**src/hdl/vsvl_pkg.sv**
```systemverilog
// shared types and constants of the visual servo velocity law
`timescale 1ns / 1ps
package vsvl_pkg;

    localparam int TIMEOUT_TICKS_DEF = 100;
    localparam int ALU_W             = 64;
    localparam int ALU_CNT_W         = $clog2(ALU_W);

    localparam logic [23:0] X_MAX        = 24'd8388607;
    localparam logic [15:0] LN2_Q16      = 16'd45426;
    localparam logic [19:0] DET_SCALE    = 20'd1000000;
    localparam logic [47:0] LIN_OVF_LIM  = 48'h7FFF_FFFF_FFFF;
    localparam logic [15:0] ALPHA_ONE    = 16'd32768;
    localparam logic [15:0] LIN_SAT      = 16'd32767;

    localparam logic [1:0] STATUS_DRIVE     = 2'd0;
    localparam logic [1:0] STATUS_NO_TARGET = 2'd1;
    localparam logic [1:0] STATUS_STALE     = 2'd2;
    localparam logic [1:0] STATUS_DEGEN     = 2'd3;

    localparam logic [2:0] CFG_CENTER_X   = 3'd0;
    localparam logic [2:0] CFG_FOCAL_X    = 3'd1;
    localparam logic [2:0] CFG_FOCAL_Y    = 3'd2;
    localparam logic [2:0] CFG_TARGET_H   = 3'd3;
    localparam logic [2:0] CFG_DESIRED_H  = 3'd4;
    localparam logic [2:0] CFG_GAIN       = 3'd5;
    localparam logic [2:0] CFG_ALPHA      = 3'd6;
    localparam logic [2:0] CFG_MAX_SPEED  = 3'd7;

    typedef enum logic [1:0] {
        ALU_MUL = 2'b01,
        ALU_DIV = 2'b10
    } alu_op_t;

    typedef struct packed {
        logic             start;
        alu_op_t          op;
        logic [ALU_W-1:0] a;
        logic [ALU_W-1:0] b;
    } alu_req_t;

    typedef struct packed {
        logic             done;
        logic [ALU_W-1:0] res;
    } alu_rsp_t;

endpackage

```
**src/hdl/visual_servo_velocity_law.sv**
```systemverilog
// two-axis image-based visual servo velocity law, top level
// a detection with a zero height ends without using the ALU
// one item at a time, plus any wait on the output register; the work is done on the shared
// shift-add multiplier (one multiplier bit per cycle) and the 64-step restoring divider
// the log2 squarings on the tick path take most of the cycles
// reset (synchronous, active low) restores register defaults and clears target state
`timescale 1ns / 1ps
module visual_servo_velocity_law import vsvl_pkg::*; #(
    parameter int TIMEOUT_TICKS = TIMEOUT_TICKS_DEF
) (
    input  logic               aclk,
    input  logic               aresetn,
    input  logic               cfg_we,
    input  logic [2:0]         cfg_index,
    input  logic [15:0]        cfg_data,
    input  logic               s_valid,
    output logic               s_ready,
    input  logic               s_req_type,
    input  logic [15:0]        s_box_center_x_q4,
    input  logic [15:0]        s_box_height_q4,
    output logic               m_valid,
    input  logic               m_ready,
    output logic signed [15:0] m_linear_cmd,
    output logic signed [15:0] m_angular_cmd,
    output logic [1:0]         m_status
);

    // one-hot sequencer: D* detection path, T* control tick path
    typedef enum logic [25:0] {
        S_IDLE  = 26'h0000001,
        S_WAIT  = 26'h0000002,
        S_D0    = 26'h0000004,
        S_D1    = 26'h0000008,
        S_D2    = 26'h0000010,
        S_D3    = 26'h0000020,
        S_D4    = 26'h0000040,
        S_D5    = 26'h0000080,
        S_T0    = 26'h0000100,
        S_T1    = 26'h0000200,
        S_T2    = 26'h0000400,
        S_TNORM = 26'h0000800,
        S_TSQ   = 26'h0001000,
        S_TSQR  = 26'h0002000,
        S_TE2   = 26'h0004000,
        S_TE2R  = 26'h0008000,
        S_TX2   = 26'h0010000,
        S_TN    = 26'h0020000,
        S_TM1   = 26'h0040000,
        S_TR    = 26'h0080000,
        S_TC    = 26'h0100000,
        S_TL    = 26'h0200000,
        S_TTI   = 26'h0400000,
        S_TT    = 26'h0800000,
        S_TA    = 26'h1000000,
        S_DONE  = 26'h2000000
    } state_t;

    state_t state_reg, state_next;
    state_t ret_reg, ret_next;

    // configuration registers
    logic [15:0] cx_reg, fxc_reg, fyc_reg, th_reg, hd_reg, gain_reg, alpha_reg;
    logic [14:0] vmax_reg;

    // filter and target state
    logic               seen_reg, seen_next;
    logic signed [23:0] fx_reg, fx_next;
    logic [27:0]        fh_reg, fh_next;
    logic [7:0]         ticks_reg, ticks_next;

    // latched item and working values
    logic [15:0]        req_x_reg, req_x_next;
    logic [15:0]        req_h_reg, req_h_next;
    logic               xneg_reg, xneg_next;
    logic signed [47:0] sacc_reg, sacc_next;
    logic [63:0]        tmp_reg, tmp_next;
    logic [31:0]        p_reg, p_next;
    logic [30:0]        lg_m_reg, lg_m_next;
    logic [4:0]         lg_p_reg, lg_p_next;
    logic [15:0]        lg_f_reg, lg_f_next;
    logic [3:0]         lg_i_reg, lg_i_next;
    logic               lg_sel_reg, lg_sel_next;
    logic [20:0]        l1_reg, l1_next;
    logic signed [22:0] d_reg, d_next;
    logic signed [23:0] e2_reg, e2_next;
    logic signed [23:0] k_reg, k_next;
    logic signed [48:0] n_reg, n_next;
    logic [49:0]        m1m_reg, m1m_next;
    logic               m1neg_reg, m1neg_next;
    logic               r_pass_reg, r_pass_next;
    logic [63:0]        r_reg, r_next;
    logic [15:0]        linm_reg, linm_next;
    logic               tneg_reg, tneg_next;

    // finished result, waiting for the output register
    logic signed [15:0] res_lin_reg, res_lin_next;
    logic signed [15:0] res_ang_reg, res_ang_next;
    logic [1:0]         res_st_reg, res_st_next;

    // output register
    logic               m_valid_reg, m_valid_next;
    logic signed [15:0] m_lin_reg, m_lin_next;
    logic signed [15:0] m_ang_reg, m_ang_next;
    logic [1:0]         m_st_reg, m_st_next;

    alu_req_t alu_req;
    alu_rsp_t alu_rsp;

    vsvl_alu u_alu (
        .aclk    (aclk),
        .aresetn (aresetn),
        .req     (alu_req),
        .rsp     (alu_rsp)
    );

    assign s_ready = (state_reg == S_IDLE);

    always_comb begin
        logic [15:0]        a_eff, ia;
        logic [16:0]        diff;
        logic [15:0]        dmag, fxe, hde;
        logic [23:0]        xabs, kabs, qclip;
        logic signed [47:0] s2, ssum;
        logic [47:0]        smag;
        logic [63:0]        w;
        logic [7:0]         tick_inc;
        logic [32:0]        mm;
        logic [15:0]        f_new;
        logic [20:0]        lval;
        logic [21:0]        dabs;
        logic [23:0]        e2m;
        logic [48:0]        nabs;
        logic [15:0]        lin_c, ang_c;
        logic [27:0]        am;

        state_next   = state_reg;
        ret_next     = ret_reg;
        seen_next    = seen_reg;
        fx_next      = fx_reg;
        fh_next      = fh_reg;
        ticks_next   = ticks_reg;
        req_x_next   = req_x_reg;
        req_h_next   = req_h_reg;
        xneg_next    = xneg_reg;
        sacc_next    = sacc_reg;
        tmp_next     = tmp_reg;
        p_next       = p_reg;
        lg_m_next    = lg_m_reg;
        lg_p_next    = lg_p_reg;
        lg_f_next    = lg_f_reg;
        lg_i_next    = lg_i_reg;
        lg_sel_next  = lg_sel_reg;
        l1_next      = l1_reg;
        d_next       = d_reg;
        e2_next      = e2_reg;
        k_next       = k_reg;
        n_next       = n_reg;
        m1m_next     = m1m_reg;
        m1neg_next   = m1neg_reg;
        r_pass_next  = r_pass_reg;
        r_next       = r_reg;
        linm_next    = linm_reg;
        tneg_next    = tneg_reg;
        res_lin_next = res_lin_reg;
        res_ang_next = res_ang_reg;
        res_st_next  = res_st_reg;
        m_valid_next = m_valid_reg;
        m_lin_next   = m_lin_reg;
        m_ang_next   = m_ang_reg;
        m_st_next    = m_st_reg;
        alu_req      = '{start: 1'b0, op: ALU_MUL, a: '0, b: '0};

        // alpha above one acts as one
        a_eff = (alpha_reg > ALPHA_ONE) ? ALPHA_ONE : alpha_reg;
        ia    = ALPHA_ONE - a_eff;
        diff  = {1'b0, req_x_reg} - {1'b0, cx_reg};
        dmag  = diff[16] ? 16'(-diff) : diff[15:0];
        fxe   = (fxc_reg == '0) ? 16'd1 : fxc_reg;
        hde   = (hd_reg == '0) ? 16'd1 : hd_reg;
        xabs  = fx_reg[23] ? 24'(-fx_reg) : 24'(fx_reg);
        kabs  = k_reg[23] ? 24'(-k_reg) : 24'(k_reg);
        qclip = (alu_rsp.res > 64'(X_MAX)) ? X_MAX : alu_rsp.res[23:0];
        s2    = fx_reg[23] ? -48'(signed'(alu_rsp.res[47:0])) : 48'(signed'(alu_rsp.res[47:0]));
        ssum  = sacc_reg + s2;
        smag  = ssum[47] ? 48'(-ssum) : 48'(ssum);
        w     = '0;
        tick_inc = (ticks_reg == 8'hFF) ? ticks_reg : ticks_reg + 8'd1;
        mm    = alu_rsp.res[62:30];
        f_new = mm[31] ? (lg_f_reg | (16'h8000 >> lg_i_reg)) : lg_f_reg;
        lval  = {lg_p_reg, f_new};
        dabs  = d_reg[22] ? 22'(-d_reg) : 22'(d_reg);
        e2m   = '0;
        nabs  = n_reg[48] ? 49'(-n_reg) : 49'(n_reg);
        lin_c = (linm_reg > {1'b0, vmax_reg}) ? {1'b0, vmax_reg} : linm_reg;
        am    = '0;
        ang_c = '0;

        // output register drains independently of the sequencer
        if (m_valid_reg && m_ready) begin
            m_valid_next = 1'b0;
        end

        case (state_reg)
            S_IDLE: begin
                if (s_valid) begin
                    req_x_next = s_box_center_x_q4;
                    req_h_next = s_box_height_q4;
                    state_next = s_req_type ? S_T0 : S_D0;
                end
            end
            S_WAIT: begin
                if (alu_rsp.done) begin
                    state_next = ret_reg;
                end
            end

            // detection: x = (u - cx) * 2048 / fx, rounded
            S_D0: begin
                if (req_h_reg == '0) begin
                    state_next = S_IDLE;
                end else begin
                    xneg_next  = diff[16];
                    alu_req    = '{start: 1'b1, op: ALU_DIV,
                                   a: 64'({dmag, 11'b0}) + 64'(fxe >> 1), b: 64'(fxe)};
                    ret_next   = S_D1;
                    state_next = S_WAIT;
                end
            end
            S_D1: begin
                if (!seen_reg) begin
                    // first detection seeds the filter
                    fx_next    = xneg_reg ? 24'(-qclip) : qclip;
                    fh_next    = {req_h_reg, 12'b0};
                    seen_next  = 1'b1;
                    ticks_next = '0;
                    state_next = S_IDLE;
                end else begin
                    alu_req    = '{start: 1'b1, op: ALU_MUL, a: 64'(a_eff), b: 64'(qclip)};
                    ret_next   = S_D2;
                    state_next = S_WAIT;
                end
            end
            S_D2: begin
                sacc_next  = xneg_reg ? -48'(signed'(alu_rsp.res[47:0]))
                                      : 48'(signed'(alu_rsp.res[47:0]));
                alu_req    = '{start: 1'b1, op: ALU_MUL, a: 64'(ia), b: 64'(xabs)};
                ret_next   = S_D3;
                state_next = S_WAIT;
            end
            S_D3: begin
                w          = 64'(smag) + 64'd16384;
                fx_next    = ssum[47] ? -24'(signed'(w[38:15])) : 24'(signed'(w[38:15]));
                alu_req    = '{start: 1'b1, op: ALU_MUL, a: 64'(a_eff),
                               b: 64'({req_h_reg, 12'b0})};
                ret_next   = S_D4;
                state_next = S_WAIT;
            end
            S_D4: begin
                tmp_next   = alu_rsp.res;
                alu_req    = '{start: 1'b1, op: ALU_MUL, a: 64'(ia), b: 64'(fh_reg)};
                ret_next   = S_D5;
                state_next = S_WAIT;
            end
            S_D5: begin
                w          = tmp_reg + alu_rsp.res + 64'd16384;
                fh_next    = w[42:15];
                seen_next  = 1'b1;
                ticks_next = '0;
                state_next = S_IDLE;
            end

            // control tick: age the target, then status checks
            S_T0: begin
                ticks_next   = tick_inc;
                res_lin_next = '0;
                res_ang_next = '0;
                if (!seen_reg) begin
                    res_st_next = STATUS_NO_TARGET;
                    state_next  = S_DONE;
                end else if (tick_inc > 8'(TIMEOUT_TICKS)) begin
                    res_st_next = STATUS_STALE;
                    state_next  = S_DONE;
                end else begin
                    alu_req    = '{start: 1'b1, op: ALU_MUL, a: 64'(fyc_reg), b: 64'(th_reg)};
                    ret_next   = S_T1;
                    state_next = S_WAIT;
                end
            end
            S_T1: begin
                p_next     = alu_rsp.res[31:0];
                alu_req    = '{start: 1'b1, op: ALU_MUL, a: 64'(fh_reg), b: 64'(DET_SCALE)};
                ret_next   = S_T2;
                state_next = S_WAIT;
            end
            S_T2: begin
                // determinant below 1e-6 or a zero factor
                if (fh_reg == '0 || fxc_reg == '0 || fyc_reg == '0 || th_reg == '0 ||
                    alu_rsp.res < 64'(p_reg)) begin
                    res_st_next = STATUS_DEGEN;
                    state_next  = S_DONE;
                end else begin
                    lg_m_next   = 31'(fh_reg);
                    lg_p_next   = 5'd30;
                    lg_sel_next = 1'b0;
                    state_next  = S_TNORM;
                end
            end

            // log2 in q16: normalize one bit a cycle, then 16 squarings
            S_TNORM: begin
                if (lg_m_reg[30]) begin
                    lg_f_next  = '0;
                    lg_i_next  = '0;
                    state_next = S_TSQ;
                end else begin
                    lg_m_next = {lg_m_reg[29:0], 1'b0};
                    lg_p_next = lg_p_reg - 5'd1;
                end
            end
            S_TSQ: begin
                alu_req    = '{start: 1'b1, op: ALU_MUL, a: 64'(lg_m_reg), b: 64'(lg_m_reg)};
                ret_next   = S_TSQR;
                state_next = S_WAIT;
            end
            S_TSQR: begin
                lg_m_next = mm[31] ? mm[31:1] : mm[30:0];
                lg_f_next = f_new;
                lg_i_next = lg_i_reg + 4'd1;
                if (lg_i_reg == 4'd15) begin
                    if (!lg_sel_reg) begin
                        l1_next     = lval;
                        lg_m_next   = {3'b0, hde, 12'b0};
                        lg_p_next   = 5'd30;
                        lg_sel_next = 1'b1;
                        state_next  = S_TNORM;
                    end else begin
                        d_next     = 23'(signed'({2'b0, l1_reg})) - 23'(signed'({2'b0, lval}));
                        state_next = S_TE2;
                    end
                end else begin
                    state_next = S_TSQ;
                end
            end

            // e2 = ln h - ln h_des, k = 1 - e2
            S_TE2: begin
                alu_req    = '{start: 1'b1, op: ALU_MUL, a: 64'(dabs), b: 64'(LN2_Q16)};
                ret_next   = S_TE2R;
                state_next = S_WAIT;
            end
            S_TE2R: begin
                w          = alu_rsp.res + 64'd32768;
                e2m        = w[39:16];
                e2_next    = d_reg[22] ? -24'(signed'(e2m)) : 24'(signed'(e2m));
                k_next     = 24'sd65536 - (d_reg[22] ? -24'(signed'(e2m)) : 24'(signed'(e2m)));
                alu_req    = '{start: 1'b1, op: ALU_MUL, a: 64'(xabs), b: 64'(xabs)};
                ret_next   = S_TX2;
                state_next = S_WAIT;
            end
            S_TX2: begin
                w          = alu_rsp.res + 64'd32;
                alu_req    = '{start: 1'b1, op: ALU_MUL, a: 64'(w[46:6]), b: 64'(kabs)};
                ret_next   = S_TN;
                state_next = S_WAIT;
            end
            S_TN: begin
                w          = alu_rsp.res + 64'd32768;
                n_next     = (k_reg[23] ? -49'(signed'({1'b0, w[63:16]}))
                                        : 49'(signed'({1'b0, w[63:16]})))
                             - 49'(e2_reg);
                state_next = S_TM1;
            end
            S_TM1: begin
                alu_req     = '{start: 1'b1, op: ALU_MUL, a: 64'(nabs), b: 64'(gain_reg)};
                m1neg_next  = n_reg[48];
                r_pass_next = 1'b0;
                ret_next    = S_TR;
                state_next  = S_WAIT;
            end

            // R = fy * H / h in q24, then the overflow guard on m1 * R
            // first pass takes m1, second pass takes R
            S_TR: begin
                w = alu_rsp.res + 64'd16384;
                if (r_pass_reg) begin
                    r_next = alu_rsp.res;
                    if (alu_rsp.res == '0) begin
                        linm_next  = '0;
                        state_next = S_TTI;
                    end else begin
                        alu_req    = '{start: 1'b1, op: ALU_DIV, a: 64'(LIN_OVF_LIM),
                                       b: alu_rsp.res};
                        ret_next   = S_TC;
                        state_next = S_WAIT;
                    end
                end else begin
                    m1m_next    = w[64-1:15];
                    r_pass_next = 1'b1;
                    alu_req     = '{start: 1'b1, op: ALU_DIV,
                                    a: {p_reg, 24'b0} + 64'(fh_reg >> 1), b: 64'(fh_reg)};
                    ret_next    = S_TR;
                    state_next  = S_WAIT;
                end
            end
            S_TC: begin
                if (64'(m1m_reg) > alu_rsp.res) begin
                    linm_next  = LIN_SAT;
                    state_next = S_TTI;
                end else begin
                    alu_req    = '{start: 1'b1, op: ALU_MUL, a: 64'(m1m_reg), b: r_reg};
                    ret_next   = S_TL;
                    state_next = S_WAIT;
                end
            end
            S_TL: begin
                w          = alu_rsp.res + 64'h8000_0000;
                linm_next  = w[47:32];
                state_next = S_TTI;
            end

            // angular = gain * x * k
            S_TTI: begin
                alu_req    = '{start: 1'b1, op: ALU_MUL, a: 64'(xabs), b: 64'(kabs)};
                ret_next   = S_TT;
                state_next = S_WAIT;
            end
            S_TT: begin
                w          = alu_rsp.res + 64'd1024;
                tneg_next  = fx_reg[23] ^ k_reg[23];
                alu_req    = '{start: 1'b1, op: ALU_MUL, a: 64'(w[45:11]), b: 64'(gain_reg)};
                ret_next   = S_TA;
                state_next = S_WAIT;
            end
            S_TA: begin
                w            = alu_rsp.res + 64'h40_0000;
                am           = w[50:23];
                ang_c        = (am > 28'(vmax_reg)) ? {1'b0, vmax_reg} : am[15:0];
                res_ang_next = tneg_reg ? 16'(-ang_c) : ang_c;
                res_lin_next = m1neg_reg ? 16'(-lin_c) : lin_c;
                res_st_next  = STATUS_DRIVE;
                state_next   = S_DONE;
            end

            // hand the item to the output register once it is free
            S_DONE: begin
                if (!m_valid_reg || m_ready) begin
                    m_valid_next = 1'b1;
                    m_lin_next   = res_lin_reg;
                    m_ang_next   = res_ang_reg;
                    m_st_next    = res_st_reg;
                    state_next   = S_IDLE;
                end
            end
            default: begin
                state_next = S_IDLE;
            end
        endcase
    end

    always_ff @(posedge aclk) begin
        if (!aresetn) begin
            state_reg   <= S_IDLE;
            ret_reg     <= S_IDLE;
            seen_reg    <= 1'b0;
            fx_reg      <= '0;
            fh_reg      <= '0;
            ticks_reg   <= '0;
            m_valid_reg <= 1'b0;
            cx_reg      <= 16'd5120;
            fxc_reg     <= 16'd9600;
            fyc_reg     <= 16'd9600;
            th_reg      <= 16'd2580;
            hd_reg      <= 16'd2400;
            gain_reg    <= 16'd16384;
            alpha_reg   <= 16'd13107;
            vmax_reg    <= 15'd2560;
        end else begin
            state_reg   <= state_next;
            ret_reg     <= ret_next;
            seen_reg    <= seen_next;
            fx_reg      <= fx_next;
            fh_reg      <= fh_next;
            ticks_reg   <= ticks_next;
            m_valid_reg <= m_valid_next;
            if (cfg_we) begin
                case (cfg_index)
                    CFG_CENTER_X:  cx_reg    <= cfg_data;
                    CFG_FOCAL_X:   fxc_reg   <= cfg_data;
                    CFG_FOCAL_Y:   fyc_reg   <= cfg_data;
                    CFG_TARGET_H:  th_reg    <= cfg_data;
                    CFG_DESIRED_H: hd_reg    <= cfg_data;
                    CFG_GAIN:      gain_reg  <= cfg_data;
                    CFG_ALPHA:     alpha_reg <= cfg_data;
                    CFG_MAX_SPEED: vmax_reg  <= cfg_data[14:0];
                    default: ;
                endcase
            end
        end
        req_x_reg   <= req_x_next;
        req_h_reg   <= req_h_next;
        xneg_reg    <= xneg_next;
        sacc_reg    <= sacc_next;
        tmp_reg     <= tmp_next;
        p_reg       <= p_next;
        lg_m_reg    <= lg_m_next;
        lg_p_reg    <= lg_p_next;
        lg_f_reg    <= lg_f_next;
        lg_i_reg    <= lg_i_next;
        lg_sel_reg  <= lg_sel_next;
        l1_reg      <= l1_next;
        d_reg       <= d_next;
        e2_reg      <= e2_next;
        k_reg       <= k_next;
        n_reg       <= n_next;
        m1m_reg     <= m1m_next;
        m1neg_reg   <= m1neg_next;
        r_pass_reg  <= r_pass_next;
        r_reg       <= r_next;
        linm_reg    <= linm_next;
        tneg_reg    <= tneg_next;
        res_lin_reg <= res_lin_next;
        res_ang_reg <= res_ang_next;
        res_st_reg  <= res_st_next;
        m_lin_reg   <= m_lin_next;
        m_ang_reg   <= m_ang_next;
        m_st_reg    <= m_st_next;
    end

    assign m_valid       = m_valid_reg;
    assign m_linear_cmd  = m_lin_reg;
    assign m_angular_cmd = m_ang_reg;
    assign m_status      = m_st_reg;

endmodule

```
**src/hdl/vsvl_alu.sv**
```systemverilog
// shared shift-add multiplier and restoring divider
`timescale 1ns / 1ps
module vsvl_alu import vsvl_pkg::*; (
    input  logic     aclk,
    input  logic     aresetn,
    input  alu_req_t req,
    output alu_rsp_t rsp
);

    logic                 busy_reg, busy_next;
    logic                 done_reg, done_next;
    alu_op_t              op_reg, op_next;
    logic [ALU_W-1:0]     a_reg, a_next;
    logic [ALU_W-1:0]     b_reg, b_next;
    logic [ALU_W-1:0]     acc_reg, acc_next;
    logic [ALU_CNT_W-1:0] cnt_reg, cnt_next;

    always_comb begin
        logic [ALU_W-1:0] rem;
        logic             qbit;
        busy_next = busy_reg;
        done_next = 1'b0;
        op_next   = op_reg;
        a_next    = a_reg;
        b_next    = b_reg;
        acc_next  = acc_reg;
        cnt_next  = cnt_reg;
        rem       = {acc_reg[ALU_W-2:0], a_reg[ALU_W-1]};
        qbit      = 1'b0;
        if (req.start) begin
            busy_next = 1'b1;
            op_next   = req.op;
            a_next    = req.a;
            b_next    = req.b;
            acc_next  = '0;
            cnt_next  = '0;
        end else if (busy_reg) begin
            case (op_reg)
                ALU_MUL: begin
                    if (b_reg == '0) begin
                        busy_next = 1'b0;
                        done_next = 1'b1;
                    end else begin
                        if (b_reg[0]) begin
                            acc_next = acc_reg + a_reg;
                        end
                        a_next = {a_reg[ALU_W-2:0], 1'b0};
                        b_next = {1'b0, b_reg[ALU_W-1:1]};
                    end
                end
                ALU_DIV: begin
                    if (rem >= b_reg) begin
                        acc_next = rem - b_reg;
                        qbit     = 1'b1;
                    end else begin
                        acc_next = rem;
                    end
                    a_next   = {a_reg[ALU_W-2:0], qbit};
                    cnt_next = cnt_reg + 1'b1;
                    if (cnt_reg == ALU_CNT_W'(ALU_W - 1)) begin
                        busy_next = 1'b0;
                        done_next = 1'b1;
                    end
                end
                default: begin
                    busy_next = 1'b0;
                end
            endcase
        end
    end

    always_ff @(posedge aclk) begin
        if (!aresetn) begin
            busy_reg <= 1'b0;
            done_reg <= 1'b0;
            op_reg   <= ALU_MUL;
        end else begin
            busy_reg <= busy_next;
            done_reg <= done_next;
            op_reg   <= op_next;
        end
        a_reg   <= a_next;
        b_reg   <= b_next;
        acc_reg <= acc_next;
        cnt_reg <= cnt_next;
    end

    assign rsp.done = done_reg;
    assign rsp.res  = (op_reg == ALU_DIV) ? a_reg : acc_reg;

endmodule

```
**config.mk**
```make
export PLATFORM = sky130hd
export DESIGN_NAME = visual_servo_velocity_law
export DESIGN_NICKNAME = d
export VERILOG_FILES = /design/src/hdl/vsvl_pkg.sv /design/src/hdl/visual_servo_velocity_law.sv /design/src/hdl/vsvl_alu.sv
export SDC_FILE = /design/constraint.sdc
export NUM_CORES = 2
export LEC_CHECK = 0
export ABC_AREA = 1
export BUFFER_PORTS_ARGS = -buffer_cell sky130_fd_sc_hd__clkbuf_2
export CORE_ASPECT_RATIO = 1.4
export CORE_MARGIN = 8
export CORE_UTILIZATION = 25
export DETAILED_ROUTE_END_ITERATION = 12
export PLACE_DENSITY = 0.38
export SLEW_MARGIN = 20
export SYNTH_ARGS = -nofsm -noshare
export SYNTH_HDL_FRONTEND = slang
export SYNTH_HIERARCHICAL = 1
export SYNTH_SLANG_ARGS = --single-unit
```
**constraint.sdc**
```tcl
create_clock -name aclk -period 17.4 [get_ports aclk]
set_input_delay 3.48 -clock aclk [delete_from_list [all_inputs] [get_ports aclk]]
set_output_delay 3.48 -clock aclk [all_outputs]
set_load 0.005 [all_outputs]
```
# == Yosys cells after proc, flatten, opt, wreduce, memory -nomap -nowiden ==
# Index checks and enable logic that the tools add are counted.
# classes
add_sub_neg,36
n_mul,0
n_div,0
magnitude_cmp,8
eq_ne,62
n_shift,1
mux,114
bitwise,7
n_reduce_logical,65
# ops
operator,n
131-bit one-hot mux with 16 select lines,1
131-bit two-way mux,7
64-bit two-way mux,11
26-bit two-way mux,16
26-bit one-hot mux with 16 select lines,1
26-bit one-hot mux with 15 select lines,1
64-bit one-hot mux with 2 select lines,2
16-bit two-way mux,13
24-bit two-way mux,7
31-bit two-way mux,5
64-bit zero test,2
24-bit negator,5
49-bit two-way mux,2
48-bit two-way mux,2
16-bit one-hot mux with 2 select lines,3
31-bit one-hot mux with 3 select lines,1
16-bit zero test,5
"64-bit by 15-bit adder with 64-bit output, second input constant",1
"64-bit by 16-bit adder with 64-bit output, second input constant",1
64-bit adder,1
64-bit greater-or-equal comparator,1
49-bit by 64-bit > comparator with 1-bit output,1
"64-bit by 23-bit > comparator with 1-bit output, second input constant",1
64-bit by 32-bit less-than comparator with 1-bit output,1
106 further kinds,202
# word_totals
register_bits,996
latch_bits,0
ram_bits,0
rom_bits,0
input_bits,57
output_inout_bits,36
word_cells,344
mem_count,0

# == Depth between registers and ports, before layout ==
# depth
word_depth,11
ltp_mapped,63

# == By module ==
# Netlist, hierarchy kept.
# modules_own_cells
module,n_inst,cells_each,area_each_um2,seq_area_each_um2
visual_servo_velocity_law,1,8455,61368.9,21220.4
vsvl_alu,1,3805,21804.7,5325.1

# == Worst setup path before layout ==
# OpenSTA, ideal clock, no wires.
# synth_path
kind,flip-flop to flip-flop
from,register state_reg[18]
to,register u_alu.a_reg[0] (enable)
arrival_ns,10.938
setup_slack_ns,5.955
stages_incl_launch_ff,18
n_path_buf,2
synth_period_minus_slack_ns,11.445
cell_sequence,dfxtp_1 > nor2_1 > nand2_1 > nor2_1 > inv_1 > nor2_2 > inv_2 > nor4_1 > nor2_1 > nand4_1 > nor4_1 > a21oi_1 > o211ai_1 > nor2_2 > clkbuf_1 > clkbuf_1 > nor3_1 > a21oi_1
# synth_lines
item,line_no,rtl
start: declaration,visual_servo_velocity_law.sv:58,"state_t state_reg, state_next;"
start signal: assignment,visual_servo_velocity_law.sv:478,state_reg <= state_next;
end signal: assignment,vsvl_alu.sv:82,a_reg <= a_next;
end: declaration,vsvl_alu.sv:13,"logic [ALU_W-1:0] a_reg, a_next;"

==> report_table.html <==
<table>
<tr><th>Metric</th><th>Value</th></tr>
<tr><th colspan="2">Status</th></tr>
<tr><td>Status</td><td>complete, no violations</td></tr>
<tr><th colspan="2">Timing</th></tr>
<tr><td>Slew of the pin with the lowest slew margin</td><td>1380 ps</td></tr>
<tr><td>Setup Viol. Count Final</td><td>0</td></tr>
<tr><td>RSZ-0062 raised after global routing</td><td>false</td></tr>
<tr><td>Setup Total Neg Slack</td><td>0 ps</td></tr>
<tr><td>Min Clock Period, post-route</td><td>9800 ps</td></tr>
<tr><td>Hold Vio Cnt, Final</td><td>0</td></tr>
<tr><td>Crit path setup slack, layout</td><td>7600 ps</td></tr>
<tr><td>Worst Skew</td><td>122 ps</td></tr>
<tr><td>Fin. max-slew vios</td><td>0</td></tr>
<tr><td>Worst slew margin</td><td>0.0734</td></tr>
<tr><td>Worst-case hold slack</td><td>392 ps</td></tr>
<tr><td>Final worst path period share</td><td>0.563</td></tr>
<tr><td>Maximum operating frequency</td><td>102 MHz</td></tr>
<tr><th colspan="2">Drt</th></tr>
<tr><td>Routed length per placed instance</td><td>31.9 um</td></tr>
<tr><td>Number of antenna-violating nets in the routed design</td><td>0</td></tr>
<tr><td>Total wire length</td><td>539 mm</td></tr>
<tr><td>DRC marker count from the first detailed-route iteration</td><td>9,501</td></tr>
<tr><td>First-pass iteration count of the detailed router</td><td>7</td></tr>
<tr><td>Remaining routing DRC violations</td><td>0</td></tr>
<tr><td>Vias after detailed routing</td><td>88,800</td></tr>
<tr><td>Detailed-route vias per instance</td><td>5.26</td></tr>
<tr><th colspan="2">Yosys</th></tr>
<tr><td>Share of flip-flops with an asynchronous set or reset after synthesis</td><td>0</td></tr>
<tr><td>Cell count after synthesis</td><td>12,300</td></tr>
<tr><td>Synth Area per Inst</td><td>6.78 um^2</td></tr>
<tr><td>Yosys Warn Count</td><td>6</td></tr>
<tr><td>Number of distinct library cells after synthesis</td><td>94</td></tr>
<tr><td>Leading cell types by total area after synthesis</td><td>edfxtp_1, nand2_1, inv_1, ha_1, dfxtp_1</td></tr>
<tr><td>Most common library cells after synthesis</td><td>nand2_1, inv_1, nor2_1, o21ai_0, a21oi_1</td></tr>
<tr><td>Number of synthesized flops with an enable pin</td><td>680</td></tr>
<tr><td>Dominant cell by count in the synthesized netlist</td><td>nand2_1</td></tr>
<tr><td>Synthesized flop and latch total</td><td>986</td></tr>
<tr><td>Cell area after synthesis</td><td>83,200 um^2</td></tr>
<tr><td>Sequential share of the synthesized area</td><td>0.319</td></tr>
<tr><td>Fraction of synthesized cell area taken by the top area cell type</td><td>0.246</td></tr>
<tr><td>Leading register cell type out of synthesis</td><td>edfxtp_1</td></tr>
<tr><td>Cell taking the most area after synthesis</td><td>edfxtp_1</td></tr>
<tr><th colspan="2">Placed design</th></tr>
<tr><td>Pre-CTS worst setup slack</td><td>7620 ps</td></tr>
<tr><td>DP HPWL</td><td>439 mm</td></tr>
<tr><td>Placed instance area</td><td>89,700 um^2</td></tr>
<tr><td>PortBufs</td><td>92</td></tr>
<tr><td>Last weighted congestion value of the routability-driven placer</td><td>1.05</td></tr>
<tr><th colspan="2">Global route</th></tr>
<tr><td>Total grt overflow</td><td>0</td></tr>
<tr><td>Overall routing resource usage</td><td>0.293</td></tr>
<tr><td>Vias in the first global route</td><td>85,300</td></tr>
<tr><td>Pin count of the biggest net entering global routing</td><td>110</td></tr>
<tr><td>Antenna violations before repair</td><td>54</td></tr>
<tr><td>First-pass GRT wire length</td><td>721 mm</td></tr>
<tr><th colspan="2">Setup path</th></tr>
<tr><td>Slowest cell on crit path</td><td>clkinv_2</td></tr>
<tr><td>Endpoint class of the critical path</td><td>flip-flop</td></tr>
<tr><td>Worst setup path class</td><td>flip-flop to flip-flop</td></tr>
<tr><td>Worst endpoint data arrival time</td><td>10,610 ps</td></tr>
<tr><td>CP Launch Type</td><td>flip-flop</td></tr>
<tr><td>Most numerous cell on the critical path</td><td>nand2_1</td></tr>
<tr><td>Delay of the slowest cell on the worst path</td><td>800 ps</td></tr>
<tr><td>Crit Path Max Fanout</td><td>64</td></tr>
<tr><td>Required @ worst endpoint</td><td>18,210 ps</td></tr>
<tr><th colspan="2">Clock network</th></tr>
<tr><td>Clock tree from TritonCTS</td><td>yes</td></tr>
<tr><td>Clock net sink count</td><td>986</td></tr>
<tr><td>Number of buffers created by CTS</td><td>120</td></tr>
<tr><td>Number of gates resized after CTS</td><td>0</td></tr>
<tr><td>Post-CTS repair timing setup buffer count</td><td>0</td></tr>
<tr><td>Root Buffer</td><td>clkbuf_16</td></tr>
<tr><td>Hold bufs inserted after CTS</td><td>0</td></tr>
<tr><td>Clock transition time at the flip-flop clock pins of the worst setup and hold paths</td><td>60 ps</td></tr>
<tr><td>Total number of H-tree levels</td><td>3</td></tr>
<tr><td>Buffer depth of the longest clock path</td><td>3</td></tr>
<tr><td>Skew-Pair Late Insertion Delay</td><td>900 ps</td></tr>
<tr><th colspan="2">Die</th></tr>
<tr><td>Total core area</td><td>331,000 um^2</td></tr>
<tr><td>Full die area</td><td>352,000 um^2</td></tr>
<tr><td>Standard-cell rows</td><td>250</td></tr>
<tr><td>Number of ports placed on the die boundary</td><td>93</td></tr>
<tr><td>Starting Density</td><td>0.251</td></tr>
<tr><td>Height of the die</td><td>698 um</td></tr>
<tr><td>Die Wd</td><td>503 um</td></tr>
<tr><th colspan="2">Power and ir drop</th></tr>
<tr><td>Power Dens Cells</td><td>146 nW/um^2</td></tr>
<tr><td>P_leak</td><td>0.0419 uW</td></tr>
<tr><td>Total design power</td><td>13,700 uW</td></tr>
<tr><td>Highest ir drop seen on vdd</td><td>103 uV</td></tr>
<tr><th colspan="2">Finish</th></tr>
<tr><td>Final Instance Area</td><td>94,000 um^2</td></tr>
<tr><td>Share of post-route cells with drive strength above 1</td><td>0.0744</td></tr>
<tr><td>Area of the multi-input gates</td><td>48,300 um^2</td></tr>
<tr><td>P&amp;R area growth vs syn</td><td>13.0%</td></tr>
<tr><td>Nets@finish</td><td>12,900</td></tr>
<tr><td>Sequential cell area</td><td>26,500 um^2</td></tr>
<tr><td>Number of fill cells in the layout</td><td>36,900</td></tr>
<tr><th colspan="2">Min path</th></tr>
<tr><td>Worst min path class</td><td>flip-flop to flip-flop</td></tr>
<tr><th colspan="2">Flow run</th></tr>
<tr><td># Max-Cap Violations</td><td>0</td></tr>
</table>
[metrics by stage]
step | utilization | cells
6_report | 0.284 | 16900
5_1_grt | 0.284 | 16900
4_1_cts | 0.283 | 16900
3_5_place_dp | 0.271 | 16600
3_3_place_gp | 0.271 | 16600
2_1_floorplan | - | 12300
[kinds of logic after synthesis]
family / count (synthesis) / share of synthesized area
other: 1 / 0.0000451
buffers and inverters: 2219 / 0.104
XOR/XNOR: 438 / 0.0470
flip-flops: 986 / 0.319
AND/OR/NAND/NOR: 5870 / 0.300
multiplexers: 2 / 0.000241
adder cells (fa/ha/maj): 504 / 0.0765
AO/OA/AOI/OAI: 2240 / 0.154
[worst paths after layout]
kind                           startpoint                         end  slack [ps]  cells past startpoint
max          u_alu/op_reg[0]$_SDFFE_PN1P_     fx_reg[20]$_SDFFE_PN0P_        7600                     53
min          res_ang_reg[6]$_SDFFCE_PN0N_  m_angular_cmd[6]$_DFFE_PP_         390                      0
min reg2reg  res_ang_reg[6]$_SDFFCE_PN0N_  m_angular_cmd[6]$_DFFE_PP_         390                      0
max reg2reg  u_alu/op_reg[0]$_SDFFE_PN1P_     fx_reg[20]$_SDFFE_PN0P_        7600                     53
[placed cells by master (no fill, tap or decap), types with 251 or more instances in the layout]
master	instances
a21oi_1	807
nand2_1	3421
edfxtp_1	680
buf_4	251
xor2_1	328
inv_1	1727
dfxtp_1	306
nand3_1	605
nor2_1	1100
o21ai_0	847
ha_1	495
[power by group]
part	leakage (uW)	total (uW)	switching [uW]	internal (uW)
registers	0.00870	3120	290	2830
logic	0.0312	7760	5750	2000
clock network	0.00206	2820	1270	1550
[per-layer routing]
| metal | share of wire | track usage | vias up |
|---|---|---|---|
| li1 | - | - | 40600 |
| met1 | 0.39 | 0.353 | 43100 |
| met2 | 0.45 | 0.476 | 3935 |
| met3 | 0.066 | 0.0481 | 1163 |
| met4 | 0.086 | 0.202 | 14 |
| met5 | 0.00016 | 0 | - |
[critical path, delay by kind of cell, from the launching register on]
family / cells / cell delay (ps)
flip-flops: 1 / 310
XOR/XNOR: 2 / 460
buffers and inverters: 8 / 2020
AND/OR/NAND/NOR: 35 / 4630
adder cells (fa/ha/maj): 4 / 1250
AO/OA/AOI/OAI: 4 / 900
[final cells by class]
cell class / count / share of cell area
timing repair buffer: 345 / 0.0255
multi-input combinational: 9061 / 0.514
clock inverter: 62 / 0.00843
antenna: 23 / 0.000612
inverter: 1843 / 0.0738
tap: 4410 / 0.0587
sequential: 986 / 0.282
clock buffer: 168 / 0.0365
(Power assumes the default switching activity.)
